===== src/rtl/core/hba_pgdiv.sv =====
// Page remainder unit: byte count modulo the page size by reciprocal multiplication.
module hba_pgdiv #(
  parameter int PAGE_BYTES = 4096
) (
  input  logic                            clk,
  input  logic                            rst_n,
  input  logic                            start,
  input  logic [24:0]                     dividend,
  output logic                            done,
  output logic [$clog2(PAGE_BYTES):0]     rem
);

  localparam int RW = $clog2(PAGE_BYTES) + 1;
  localparam int LW = $clog2(PAGE_BYTES);
  localparam int SH = 25 + LW;

  // floor(2^SH / page): the quotient estimate is exact or one short
  localparam longint unsigned RECIP_L = (64'd1 << SH) / 64'(PAGE_BYTES);
  localparam logic [25:0]     RECIP   = 26'(RECIP_L);
  localparam logic [16:0]     PG      = 17'(PAGE_BYTES);
  localparam logic [RW-1:0]   PG_R    = RW'(PAGE_BYTES);

  logic          v1_r, v2_r, v3_r, done_r;
  logic [24:0]   x_r;
  logic [50:0]   prod_r;
  logic [41:0]   qp_r;
  logic [RW-1:0] r_r;

  logic [24:0]   quo;
  logic [41:0]   diff;
  logic [RW-1:0] r_raw;

  always_comb begin
    quo   = 25'(prod_r >> SH);
    diff  = {17'b0, x_r} - qp_r;
    r_raw = diff[RW-1:0];
  end

  always_ff @(posedge clk) begin
    if (!rst_n) begin
      v1_r   <= 1'b0;
      v2_r   <= 1'b0;
      v3_r   <= 1'b0;
      done_r <= 1'b0;
    end else begin
      v1_r   <= start;
      v2_r   <= v1_r;
      v3_r   <= v2_r;
      done_r <= v3_r;
    end
    if (start) begin
      x_r <= dividend;
    end
    prod_r <= {26'b0, x_r} * {25'b0, RECIP};
    qp_r   <= {17'b0, quo} * {25'b0, PG};
    // fold the estimate that fell one page short
    r_r    <= (r_raw >= PG_R) ? r_raw - PG_R : r_raw;
  end

  assign done = done_r;
  assign rem  = r_r;

endmodule


===== config.mk =====
export PLATFORM = sky130hd
export DESIGN_NAME = hba_pgdiv
export DESIGN_NICKNAME = d
export VERILOG_FILES = /design/src/rtl/core/hba_pgdiv.sv
export SDC_FILE = /design/constraint.sdc
export NUM_CORES = 1
export LEC_CHECK = 0
export ABC_AREA = 0
export BUFFER_PORTS_ARGS = -buffer_cell sky130_fd_sc_hd__buf_4
export CAP_MARGIN = 20
export CORE_ASPECT_RATIO = 0.9
export CORE_UTILIZATION = 42
export DETAILED_ROUTE_END_ITERATION = 8
export PLACE_DENSITY = 0.78
export SYNTH_ARGS = -nofsm -noshare
export SYNTH_HDL_FRONTEND = slang
export SYNTH_SLANG_ARGS = --single-unit
export TNS_END_PERCENT = 5

===== constraint.sdc =====
create_clock -name clk -period 1.6 [get_ports clk]
set_input_delay 0.16 -clock clk [delete_from_list [all_inputs] [get_ports clk]]
set_output_delay 0.16 -clock clk [all_outputs]
set_load 0.01 [all_outputs]

==> flow_metrics.env <==
export IMPL_avgRoutedWirePerCell_um=11.0
export IMPL_ios=42
export IMPL_drc_errors=0
export IMPL_hold_viol=0
export IMPL_dp_hpwl_um=666
export IMPL_root_buffer="clkbuf_4"
export IMPL_rows=13
export IMPL_path_cells="buf_4"
export IMPL_area_delta_synth_final_pct=55.1
export IMPL_ys_types=5
export IMPL_antenna_found_initial=0
export IMPL_end_kind="output port"
export IMPL_die_width_um=45.6
export IMPL_drt_iter0_markers=7
export IMPL_crit_arrival_ps=790
export IMPL_clk_path_buf_depth=2
export IMPL_synth_top_area_cell="edfxtp_1"
export IMPL_start_util=0.474
export IMPL_vias=387
export IMPL_power_w=0.00136
export IMPL_cts_buffers=3
export IMPL_synth_simple_area_share=0.0349
export IMPL_grt_pass1_wl_mm=1.39
export IMPL_setup_tns_ps=0
export IMPL_io_buffers=27
export IMPL_wl_mm=1.08
export IMPL_firstDrtPassIters=3
export IMPL_syn_area_per_cell_sq_um=21.1
export IMPL_rsz0062_at_grt="false"
export IMPL_n_antenna_cell=0
export IMPL_critical_path_top_delay_family="flip-flops"
export IMPL_maxCapViolations=0
export IMPL_final_nets=105
export IMPL_skew_ps=5.23
export IMPL_critPathMaxStageDelay_ps=330
export IMPL_syn_cell_area_sq_um=717
export IMPL_grt_max_degree=17
export IMPL_cts_repair_resized=0
export IMPL_ys_seq_area_frac=0.949
export IMPL_post_cts_buffers=0
export IMPL_die_area_sq_um=1880
export IMPL_slew_viol_final=0
export IMPL_die_height_um=41.2
export IMPL_synth_top_family_by_area="simple AND/OR/NAND/NOR gates"
export IMPL_synth_xor_area_frac=0
export IMPL_placed_cells=82
export IMPL_grt_overflow_total=0
export IMPL_drive_above_1_share=0.408
export IMPL_worstPathMaxFanout=1
export IMPL_crit_path_top_delay_cell="dfxtp_1"
export IMPL_power_density_nw_per_um2=1220
export IMPL_synth_compound_area_frac=0
export IMPL_holdBufCountCts=2
export IMPL_critPathLaunchType="register"
export IMPL_multiInputGateArea_sq_um=28.8
export IMPL_clkTransAtPathRegs_ps=140
export IMPL_cts_tree="built"
export IMPL_dpl_worst_slack_ps=941
export IMPL_crit_type="register to output port"
export IMPL_ir_worst_vdd_v=0.000961
export IMPL_ys_ff_latch=28
export IMPL_outcome="completed"
export IMPL_critPathRequiredTime_ps=1440
export IMPL_setup_viol=0
export IMPL_gp_congestion=0.597
export IMPL_crit_buf_inv=1
export IMPL_insertion_delay_ps=320
export IMPL_period_minus_slack_ps=948
export IMPL_seq_area_sq_um=681
export IMPL_coreArea_sq_um=1510
export IMPL_post_route_period_util=0.593
export IMPL_synth_area_leaders="edfxtp_1, dfxtp_1, and2_1"
export IMPL_synth_fa_ha_area_frac=0
export IMPL_h_tree_depth=1
export IMPL_muxShareOfSynthArea=0
export IMPL_n_fill_cell=101
export IMPL_yosysTopAreaCellShare=0.503
export IMPL_syn_nets=62
export IMPL_viasPerCell=3.95
export IMPL_postLayoutSetupSlackWorst_ps=652
export IMPL_antenna_left=0
export IMPL_track_usage=0.116
export IMPL_p_leak_nw=0.475
export IMPL_timing_fmax_mhz=1050
export IMPL_hp_class="input port to register"
export IMPL_first_global_vias=342
export IMPL_syn_inst=34
export IMPL_cts_sinks=28
export IMPL_fin_cells=98
export IMPL_yosysWarningCount=0
[kinds of logic (layout without fill, tap and decap cells)]
| group | count (synthesis) | after routing |
|---|---|---|
| flops | 28 | 28 |
| other cells | 1 | 1 |
| simple gates | 4 | 4 |
| buf+inv | 1 | 43 |
[state kept, by name, summed over array words and instances, names as in the netlist]
register	count
done	1
prod_r	10
v3_r	1
v2_r	1
x_r	12
rem	2
v1_r	1
[through the flow]
step / utilization / hold slack [ps] / cell area (sq um)
after detailed placement: 0.621 / 327 / 940
after CTS: 0.669 / 0.0398 / 1010
after global placement: 0.621 / 325 / 940
after global routing: 0.735 / 39.1 / 1110
final: 0.735 / 50.5 / 1110
after floorplan: - / 259 / 717
[layout by cell type, fill, tap and decap left out]
master         synthesis  layout
clkbuf_4               0       3
conb_1                 1       1
buf_4                  1      27
and2_1                 4       4
dlygate4sd3_1          0      12
edfxtp_1              12      12
dfxtp_1               16      16
bufinv_16              0       1
[power by group]
| group | leakage, nW | internal (W) | switching, W |
|---|---|---|---|
| sequential | 0.251 | 0.000799 | 0.0000123 |
| combinational | 0.195 | 0.0000703 | 0.0000378 |
| clock | 0.0279 | 0.000253 | 0.000186 |
[cell type report]
type,count,area share
repair buffers,39,0.290
clock inverters,1,0.0270
multi-input cells,5,0.0259
flip-flops and latches,28,0.612
clock buffers,3,0.0202
well taps,22,0.0247
[Yosys cell counts]
master,count
buf_4,1
and2_1,4
edfxtp_1,12
dfxtp_1,16
conb_1,1
[path summary, 6_finish.rpt]
kind | to | cells after the start | startpoint | slack, ps
min reg2reg | prod_r[28]$_DFF_P_ | 0 | x_r[3]$_DFFE_PP_ | 360
max | rem[5] | 1 | prod_r[30]$_DFF_P_ | 650
max reg2reg | done$_SDFF_PN0_ | 1 | v3_r$_SDFF_PN0_ | 1040
min | v3_r$_SDFF_PN0_ | 2 | rst_n | 50
[metal layers]
metal	vias up	track usage	share of wire
li1	196	-	-
met2	16	0.236	0.58
met4	0	0.0227	0.0065
met5	-	0	0
met3	2	0.0661	0.061
met1	173	0.0980	0.35
No activity file was read; power rests on OpenSTA's default activity.
