### config.mk
export PLATFORM = sky130hd
export DESIGN_NAME = hba_ram
export DESIGN_NICKNAME = d
export VERILOG_FILES = /design/src/rtl/core/hba_ram.sv
export SDC_FILE = /design/constraint.sdc
export NUM_CORES = 1
export LEC_CHECK = 0
export BUFFER_PORTS_ARGS = -buffer_cell sky130_fd_sc_hd__buf_4
export CORE_MARGIN = 3
export CORE_UTILIZATION = 55
export CTS_BUF_LIST = sky130_fd_sc_hd__clkbuf_4 sky130_fd_sc_hd__clkbuf_8
export DETAILED_ROUTE_END_ITERATION = 6
export PLACE_DENSITY = 0.73
export SETUP_SLACK_MARGIN = 0.5
export SYNTH_ARGS = -nofsm -noshare
export SYNTH_HDL_FRONTEND = slang
export SYNTH_SLANG_ARGS = --single-unit
### constraint.sdc
create_clock -name clk -period 1.88 [get_ports clk]
set_input_delay 0.188 -clock clk [delete_from_list [all_inputs] [get_ports clk]]
set_output_delay 0.188 -clock clk [all_outputs]
set_load 0.02 [all_outputs]
### src/rtl/core/hba_ram.sv
// Generic single-port-write, single-port-read RAM with registered read data.
module hba_ram #(
  parameter int WIDTH = 8,
  parameter int DEPTH = 16
) (
  input  logic                                   clk,
  input  logic                                   wr_en,
  input  logic [((DEPTH > 1) ? $clog2(DEPTH) : 1)-1:0] wr_addr,
  input  logic [WIDTH-1:0]                       wr_data,
  input  logic [((DEPTH > 1) ? $clog2(DEPTH) : 1)-1:0] rd_addr,
  output logic [WIDTH-1:0]                       rd_data
);

  logic [WIDTH-1:0] mem [DEPTH];

  always_ff @(posedge clk) begin
    if (wr_en) begin
      mem[wr_addr] <= wr_data;
    end
    rd_data <= mem[rd_addr];
  end

endmodule

==> metrics.md, run 1 <==
| Metric | Value |
|---|---|
| Syn avg cell area | approximately 22 µm² |
| Clk buf depth | 2 |
| Core ar. | between 8000 and 9000 µm² |
| Layout cell share with drive strength beyond 1 | 0.3557 |
| Synth Area in Compound Gates | 0.02333 |
| Final Max Slew Viols | 0 |
| Finished Core Util | 0.6766 |
| Initial core utilization | 0.5789 |
| Pwr per Cell Area | 1031 nW/µm² |
| Data arrival, critical path | between 1500 and 2000 ps |
| Port Buf Inserts | 25 |
| Internal power | between 0.004 and 0.005 W |
| CP Max Fanout | 1 |
| Antenna cells | 0 |
| Final wirelength | roughly 9.4 mm |
| Sequential power share | 0.549 |
| Setup Skew | 9.899 ps |
| Die width | between 100 and 150 µm |
| WP data required | around 2200 ps |
| CTS sink cnt | about 140 |
| Crit path time final | around 1300 ps |
| Number of max-cap violations | 0 |
| Tcrit/Tclk final | 0.6997 |
| Antenna viol nets, final | 0 |
| Worst setup SP type | register |
| CTS Hold Bufs | 0 |
| NumNets Final | between 300 and 400 |
| Largest net degree at the start of global routing | 33 |
| RSZ-0062 raised after global routing | no |
| Cell Rows | 34 |
| Sequential fraction of the synthesis area | 0.7778 |
| Mux cell area share after synthesis | 0.1502 |
| Worst R2R Start | mem[3][3] |
| Final setup violation count | 0 |
| Syn Nets | between 200 and 250 |
| Total GRT Usage | 0.1993 |
| Top_reg_cell synth | edfxtp_1 |
| Gate power share | 0.059 |
| Via density | between 5 and 6 |
| Top Ports | 26 |
| Sw frac | 0.2129 |
| Leakage | ~2.0 nW |
| XOR/XNOR share of the synthesized area | 0 |
| Outcome | finished, final reports clean |
| Worst reg-to-reg setup slack | between 500 and 600 ps |
| Pwr Total | a little over 0.006 W |
| Largest family of logic cells by synthesized area | multiplexers |
| FMAX | roughly 760 MHz |
| Maximum VDD drop | 0.0004923 V |
| Rel. slew slack | 0.5564 |
| Kind of end point of the critical path | register |
| Pre-Repair DR Iteration Count | 4 |
| Root Buffer | clkbuf_8 |
| Routability congestion estimate | about 0.74 |
| Setup crit start | mem[3][3] |
| Worst-path clk slew | 80 ps |
| Fillers | approximately 550 |
| Initial DRC Count | about 220 |
| Mapped Area | 5147 µm² |
| Total congestion overflow | 0 |
| FF+latch count, synth | between 100 and 150 |
| Ys Warns | 0 |
| Initial antenna violation count | 0 |
| Fin. Hold Viols | 0 |
| CTS tree | yes |
| Die area | between 10000 and 15000 µm² |
| Cells after Synth | ~230 |
| Setup TNS Final | 0 ps |
| WS Path Type | register to register |
| Vias | about 2400 |
| Clock power frac | 0.392 |
| Hold path startpoint | wr_data[0] |
| Syn-to-layout area delta | 16.87% |
| HP Class | primary input to register |
| Fraction of the mapped netlist area in simple logic gates | 0.03184 |
| Post-synthesis async set-or-reset flop share | 0 |
| Synth Area in Adders | 0 |
| DRC viols | 0 |
| Netlist cell types | 19 |
| Die Ht | slightly above 100 µm |
| Switch Pwr | 0.001321 W |
| WL/cell | roughly 23 µm |
| Post-synth EDFFs | ~130 |
| Post-CTS Setup Inserts | 0 |
| First-pass GRT wire length | 14.54 mm |
| Vias in the first global route | between 2000 and 3000 |
| CTS H-tree depth | 4 |
| Cts bufs inserted | 17 |
| Worst-Skew Late Latency | between 400 and 500 ps |
| Worst Tran Pin Value | 663.0 ps |
-- layer usage --
layer	vias to the layer above	GRT usage	share of wire
met1	1258	0.2825	0.43
met4	0	0.06673	0.011
met5	-	0	0
li1	1083	-	-
met2	86	0.3078	0.50
met3	7	0.05345	0.055
-- cells by family after synthesis --
logic type	count (synthesis)
compound gates	16
buf+inv	10
flops	136
mux	32
simple gates	35
-- sequential cells by signal (all words and copies together), names as in the netlist --
register	count
rd_data	8
mem	128
-- placed cells by master (no fill, tap or decap) --
cell type and n:
clkinvlp_4 4, nor3_1 2, nand2_1 9, mux4_2 20, mux4_1 12, a22oi_1 11
clkbuf_4 1, nand3_1 1, and2b_1 1, edfxtp_1 128, and2_1 1, buf_12 2
nor2b_1 1, dfxtp_1 8, nand3b_1 2, clkbuf_8 17, clkinv_4 2, a22oi_2 5
or3b_2 1, clkinv_2 1, clkinv_1 1, inv_6 3, nor3_2 2, bufinv_16 3
buf_4 45, nor2_1 13, nand2b_1 2
-- final timing paths --
check	depth (start not counted)	end
setup / recovery	3	rd_data[3]
hold / removal	1	mem[4][0]
setup reg to reg	3	rd_data[3]
hold reg to reg	3	rd_data[5]
-- synthesized netlist by cell type (2+ instances only) --
master           instances  area (µm²)
buf_6                    3       33.78
nor3_1                   4       20.02
nand2b_1                 2       12.51
nor2_1                  13       48.80
a22oi_1                 16       120.1
nand3b_1                 2       15.01
mux4_2                  18       405.4
nand2_1                  9       33.78
edfxtp_1               128        3844
clkdlybuf4s25_2          3       30.03
buf_2                    3       15.01
mux4_1                  14       367.9
dfxtp_1                  8       160.2
-- power by group through the flow --
stage	logic [W]	clock network (W)	registers (W)
2_1_floorplan	0.000173	0	0.00349
3_3_place_gp	0.000352	0	0.00347
3_5_place_dp	0.000360	0	0.00347
4_1_cts	0.000364	0.00247	0.00341
5_1_grt	0.000395	0.00260	0.00341
6_report	0.000365	0.00243	0.00340
-- per-stage QoR --
stage	hold slack, ps	area [µm²]	setup WS [ps]	std cells
after global placement	487.4	5584	250.0	374
after detailed placement	501.3	5584	203.7	374
final	67.02	6016	564.6	406
after floorplan	286.9	5157	425.9	229
after CTS	41.92	6008	523.2	406
after global routing	42.66	6016	502.7	406
-- critical path, cell delays in order, from the launching register on --
cell and delay, ps:
edfxtp_1 380, mux4_1 480, a22oi_1 240, nand2_1 100
-- layout make-up --
| cell class | count | area, µm² | area share |
|---|---|---|---|
| Clock inverter | 14 | 172.7 | 0.02870 |
| Multi-Input combinational cell | 83 | 1085 | 0.1803 |
| Timing Repair Buffer | 47 | 377.9 | 0.06281 |
| Clock buffer | 18 | 241.5 | 0.04014 |
| Tap cell | 108 | 135.1 | 0.02246 |
| Sequential cell | 136 | 4004 | 0.6656 |
-- timing repair --
| item | CTS | global route |
|---|---|---|
| pin swaps | 0 | 1 |
| cloned | 0 | 0 |
| endpoints found under the setup margin | 2 | 5 |
| resized for setup | 2 | 5 |
No activity file was read; power rests on OpenSTA's default activity.
==> run 2: changes to the inputs <==
ABC_AREA = 1   (was unset)
PLACE_DENSITY = 0.72   (was 0.73)
clock period = 1.3 ns   (was 1.88 ns; I/O delays follow)
==> run 2 against run 1 <==
Wire length rose by 40%; core utilization is 1.9 points higher; global-route usage rose by 4.0 points; sequential power grew 45%; sequential share of layout area decreased by 8.9 points; clock skew down 0.96 ps; combinational power grew 120%; via count is 59% higher; power grew 54%; clock power increased by 57%; highest routed layer unchanged.
==> metrics.md, run 2 <==
| Metric | Value |
|---|---|
| Outcome | finished, final reports clean (unchanged) |
| Pwr Total | 0.009538 W (was 0.006204 W) |
| Netlist cell types | 12 (was 19) |
| Rel. slew slack | 0.7086 (was 0.5564) |
| Kind of end point of the critical path | register (unchanged) |
| Synth Area in Compound Gates | 0 (was 0.02333) |
| Die area | 11750 µm² (was 10560 µm²) |
| WL/cell | 18.02 µm (was 23.27 µm) |
| Ys Warns | 0 (unchanged) |
| Final setup violation count | 0 (unchanged) |
| Fillers | 731 (was 545) |
| Cells after Synth | 551 (was 229) |
| CTS tree | yes (unchanged) |
| Worst-Skew Late Latency | 420 ps (was 430 ps) |
| Syn-to-layout area delta | 20.63% (was 16.87%) |
| Data arrival, critical path | 1330 ps (was 1620 ps) |
| Ranking of synthesized cells by area | edfxtp_1 (67%), nand2_1 (11%), nand3_1 (8.4%) (was edfxtp_1 (75%), mux4_2 (7.9%), mux4_1 (7.1%)) |
| Cell Rows | 36 (was 34) |
| Worst Tran Pin Value | 437.1 ps (was 663.0 ps) |
| Fin. Hold Viols | 0 (unchanged) |
| Placed insts | 700 (was 374) |
| Antenna viol nets, final | 0 (unchanged) |
| Total congestion overflow | 0 (unchanged) |
| Worst setup SP type | register (unchanged) |
| Vias | 3862 (was 2434) |
| Pwr per Cell Area | 1371 nW/µm² (was 1031 nW/µm²) |
| Top Ports | 26 (unchanged) |
| Max reg flops | 128 (unchanged) |
| Commonest non-fill, non-tap cell in the layout | nand2_1 (was edfxtp_1) |
| RSZ-0062 raised after global routing | yes (was no) |
| Clock power frac | 0.399 (was 0.392) |
| Antenna cells | 0 (unchanged) |
| Routability congestion estimate | 0.9011 (was 0.7431) |
| Most common cell in the netlist | nand2_1 (was edfxtp_1) |
| Post-CTS Setup Inserts | 0 (unchanged) |
| FF+latch count, synth | 136 (unchanged) |
| NumNets Final | 604 (was 303) |
| Fraction of the mapped netlist area in simple logic gates | 0.2105 (was 0.03184) |
| CP Max Fanout | 1 (unchanged) |
| Commonest non-fill, non-tap cells in the layout | nand2_1 (160), edfxtp_1 (128), inv_1 (97), nand3_1 (53), nand3_2 (43) (was edfxtp_1 (128), buf_4 (45), mux4_2 (20), clkbuf_8 (17), nor2_1 (13)) |
| Tcrit/Tclk final | 0.7808 (was 0.6997) |
| Post-synthesis async set-or-reset flop share | 0 (unchanged) |
| Crit path time final | 1015 ps (was 1315 ps) |
| Final Max Slew Viols | 0 (unchanged) |
| HP Class | primary input to register (unchanged) |
| Total GRT Usage | 0.2388 (was 0.1993) |
| Post-synth top area share | 0.6665 (was 0.7467) |
| WS Path Type | register to register (unchanged) |
| Post-synth top cells | nand2_1 (173), edfxtp_1 (128), inv_1 (100), nand3_1 (97), nor2_1 (17) (was edfxtp_1 (128), mux4_2 (18), a22oi_1 (16), mux4_1 (14), nor2_1 (13)) |
| Largest net degree at the start of global routing | 65 (was 33) |
| FMAX | 985.2 MHz (was 760.2 MHz) |
| Area leader, netlist | edfxtp_1 (unchanged) |
| Largest reg by FF count | mem (unchanged) |
| Setup Skew | 8.941 ps (was 9.899 ps) |
| Maximum VDD drop | 0.001213 V (was 0.0004923 V) |
| DRC viols | 0 (unchanged) |
| Vias in the first global route | 3839 (was 2551) |
| Syn Nets | 569 (was 247) |
| Layout cell share with drive strength beyond 1 | 0.2638 (was 0.3557) |
| First-pass GRT wire length | 20.18 mm (was 14.54 mm) |
| Via density | 5.276 (was 5.995) |
| Sequential power share | 0.517 (was 0.549) |
| WP data required | 1610 ps (was 2190 ps) |
| Initial DRC Count | 265 (was 222) |
| Die width | 108.4 µm (was 102.7 µm) |
| Worst-path clk slew | 80 ps (about the same) |
| Sequential fraction of the synthesis area | 0.6943 (was 0.7778) |
| Internal power | 0.007298 W (was 0.004884 W) |
| Post-synth EDFFs | 128 (unchanged) |
| Cts bufs inserted | 17 (unchanged) |
| CTS sink cnt | 136 (unchanged) |
| Root Buffer | clkbuf_8 (unchanged) |
| Initial core utilization | 0.5767 (was 0.5789) |
| Port Buf Inserts | 25 (unchanged) |
| Initial antenna violation count | 0 (unchanged) |
| Mapped Area | 5767 µm² (was 5147 µm²) |
| Leakage | 2.963 nW (was 2.033 nW) |
| Switch Pwr | 0.002240 W (was 0.001321 W) |
| XOR/XNOR share of the synthesized area | 0 (unchanged) |
| Syn avg cell area | 10.47 µm² (was 22.48 µm²) |
| CTS Hold Bufs | 0 (unchanged) |
| CTS H-tree depth | 4 (unchanged) |
| Pre-Repair DR Iteration Count | 4 (unchanged) |
| Largest family of logic cells by synthesized area | simple AND/OR/NAND/NOR gates (was multiplexers) |
| Setup TNS Final | 0 ps (unchanged) |
| Number of max-cap violations | 0 (unchanged) |
| Gate power share | 0.083 (was 0.059) |
| Mux cell area share after synthesis | 0 (was 0.1502) |
| Die Ht | 108.4 µm (was 102.7 µm) |
| HPWL Detailed | just under 8 mm |
| Clk buf depth | 2 (unchanged) |
| Synth Area in Adders | 0 (unchanged) |
| Final wirelength | 13.19 mm (was 9.447 mm) |
| Non-Filler Instances | 732 (was 406) |
| Largest regs | mem: 128 flops, rd_data: 8 flops (unchanged) |
| Top_reg_cell synth | edfxtp_1 (unchanged) |
| Sw frac | 0.2348 (was 0.2129) |
| Core ar. | 10000 µm² (was 8891 µm²) |
run 2: cell types whose count changed after synthesis, sizes merged, moves of 16 or more:
cell | before | now
nand3 | 1 | 97
buf | 7 | 24
nand2 | 9 | 173
inv | 0 | 102
a22oi | 16 | 0
mux4 | 32 | 0
run 2: layout make-up:
type	count	area (µm²)	area share
well taps	133	166.4	0.02392
clock buffers	18	241.5	0.03471
multi-input cells	289	1582	0.2273
repair buffers	40	371.6	0.05342
clock inverters	14	196.4	0.02824
flip-flops and latches	136	4014	0.5770
inverters	102	385.4	0.05540
run 2: kinds of logic (layout without fill, tap and decap cells):
logic type | count (synthesis) | after routing
DFF | 136 | 136
buffers and inverters | 126 | 174
and+or+nand+nor | 289 | 289
run 2: timing repair:
item                                    in CTS  in global routing
pin swaps                                   31                 20
gates resized for setup                     43                 25
endpoints found under the setup margin      16                 20
run 2: path summary, 6_finish.rpt:
check             startpoint         end  slack (ps)  depth (start not counted)
hold / removal    rd_addr[3]  rd_data[4]          40                          3
setup reg to reg   mem[0][3]  rd_data[3]         280                          6
hold reg to reg   mem[12][1]  rd_data[1]         670                          6
setup / recovery   mem[0][3]  rd_data[3]         280                          6
run 2: power by group through the flow:
| stage | registers (W) | clock network (W) | logic [W] |
|---|---|---|---|
| global placement | 0.00502 | 0 | 0.000691 |
| CTS | 0.00494 | 0.00385 | 0.000760 |
| floorplan | 0.00505 | 0 | 0.000392 |
| finish | 0.00493 | 0.00381 | 0.000796 |
| global route | 0.00494 | 0.00404 | 0.000864 |
| detailed placement | 0.00502 | 0 | 0.000702 |
run 2: critical path: stages, from the launching register on:
cell	delay, ps
edfxtp_1	400
inv_1	70
nand2_1	50
nand3_1	70
nand3_2	110
nand3_2	140
nand2_1	70
run 2: metal layers:
metal / GRT usage / vias up / routed length [µm]
li1: - / 1839 / -
met1: 0.2962 / 1858 / 5212
met2: 0.4067 / 142 / 6941
met3: 0.06746 / 23 / 791
met4: 0.07755 / 0 / 245
met5: 0 / - / 0
run 2: stage by stage:
stage,setup slack [ps],area (µm²),util,hold WS (ps)
after CTS,259.2,6850,0.6851,14.62
after global routing,234.9,6957,0.6957,16.25
after detailed placement,62.22,6240,0.6240,456.3
after floorplan,296.4,5941,-,228.9
after global placement,79.83,6240,0.6240,453.7
final,284.9,6957,0.6957,42.32
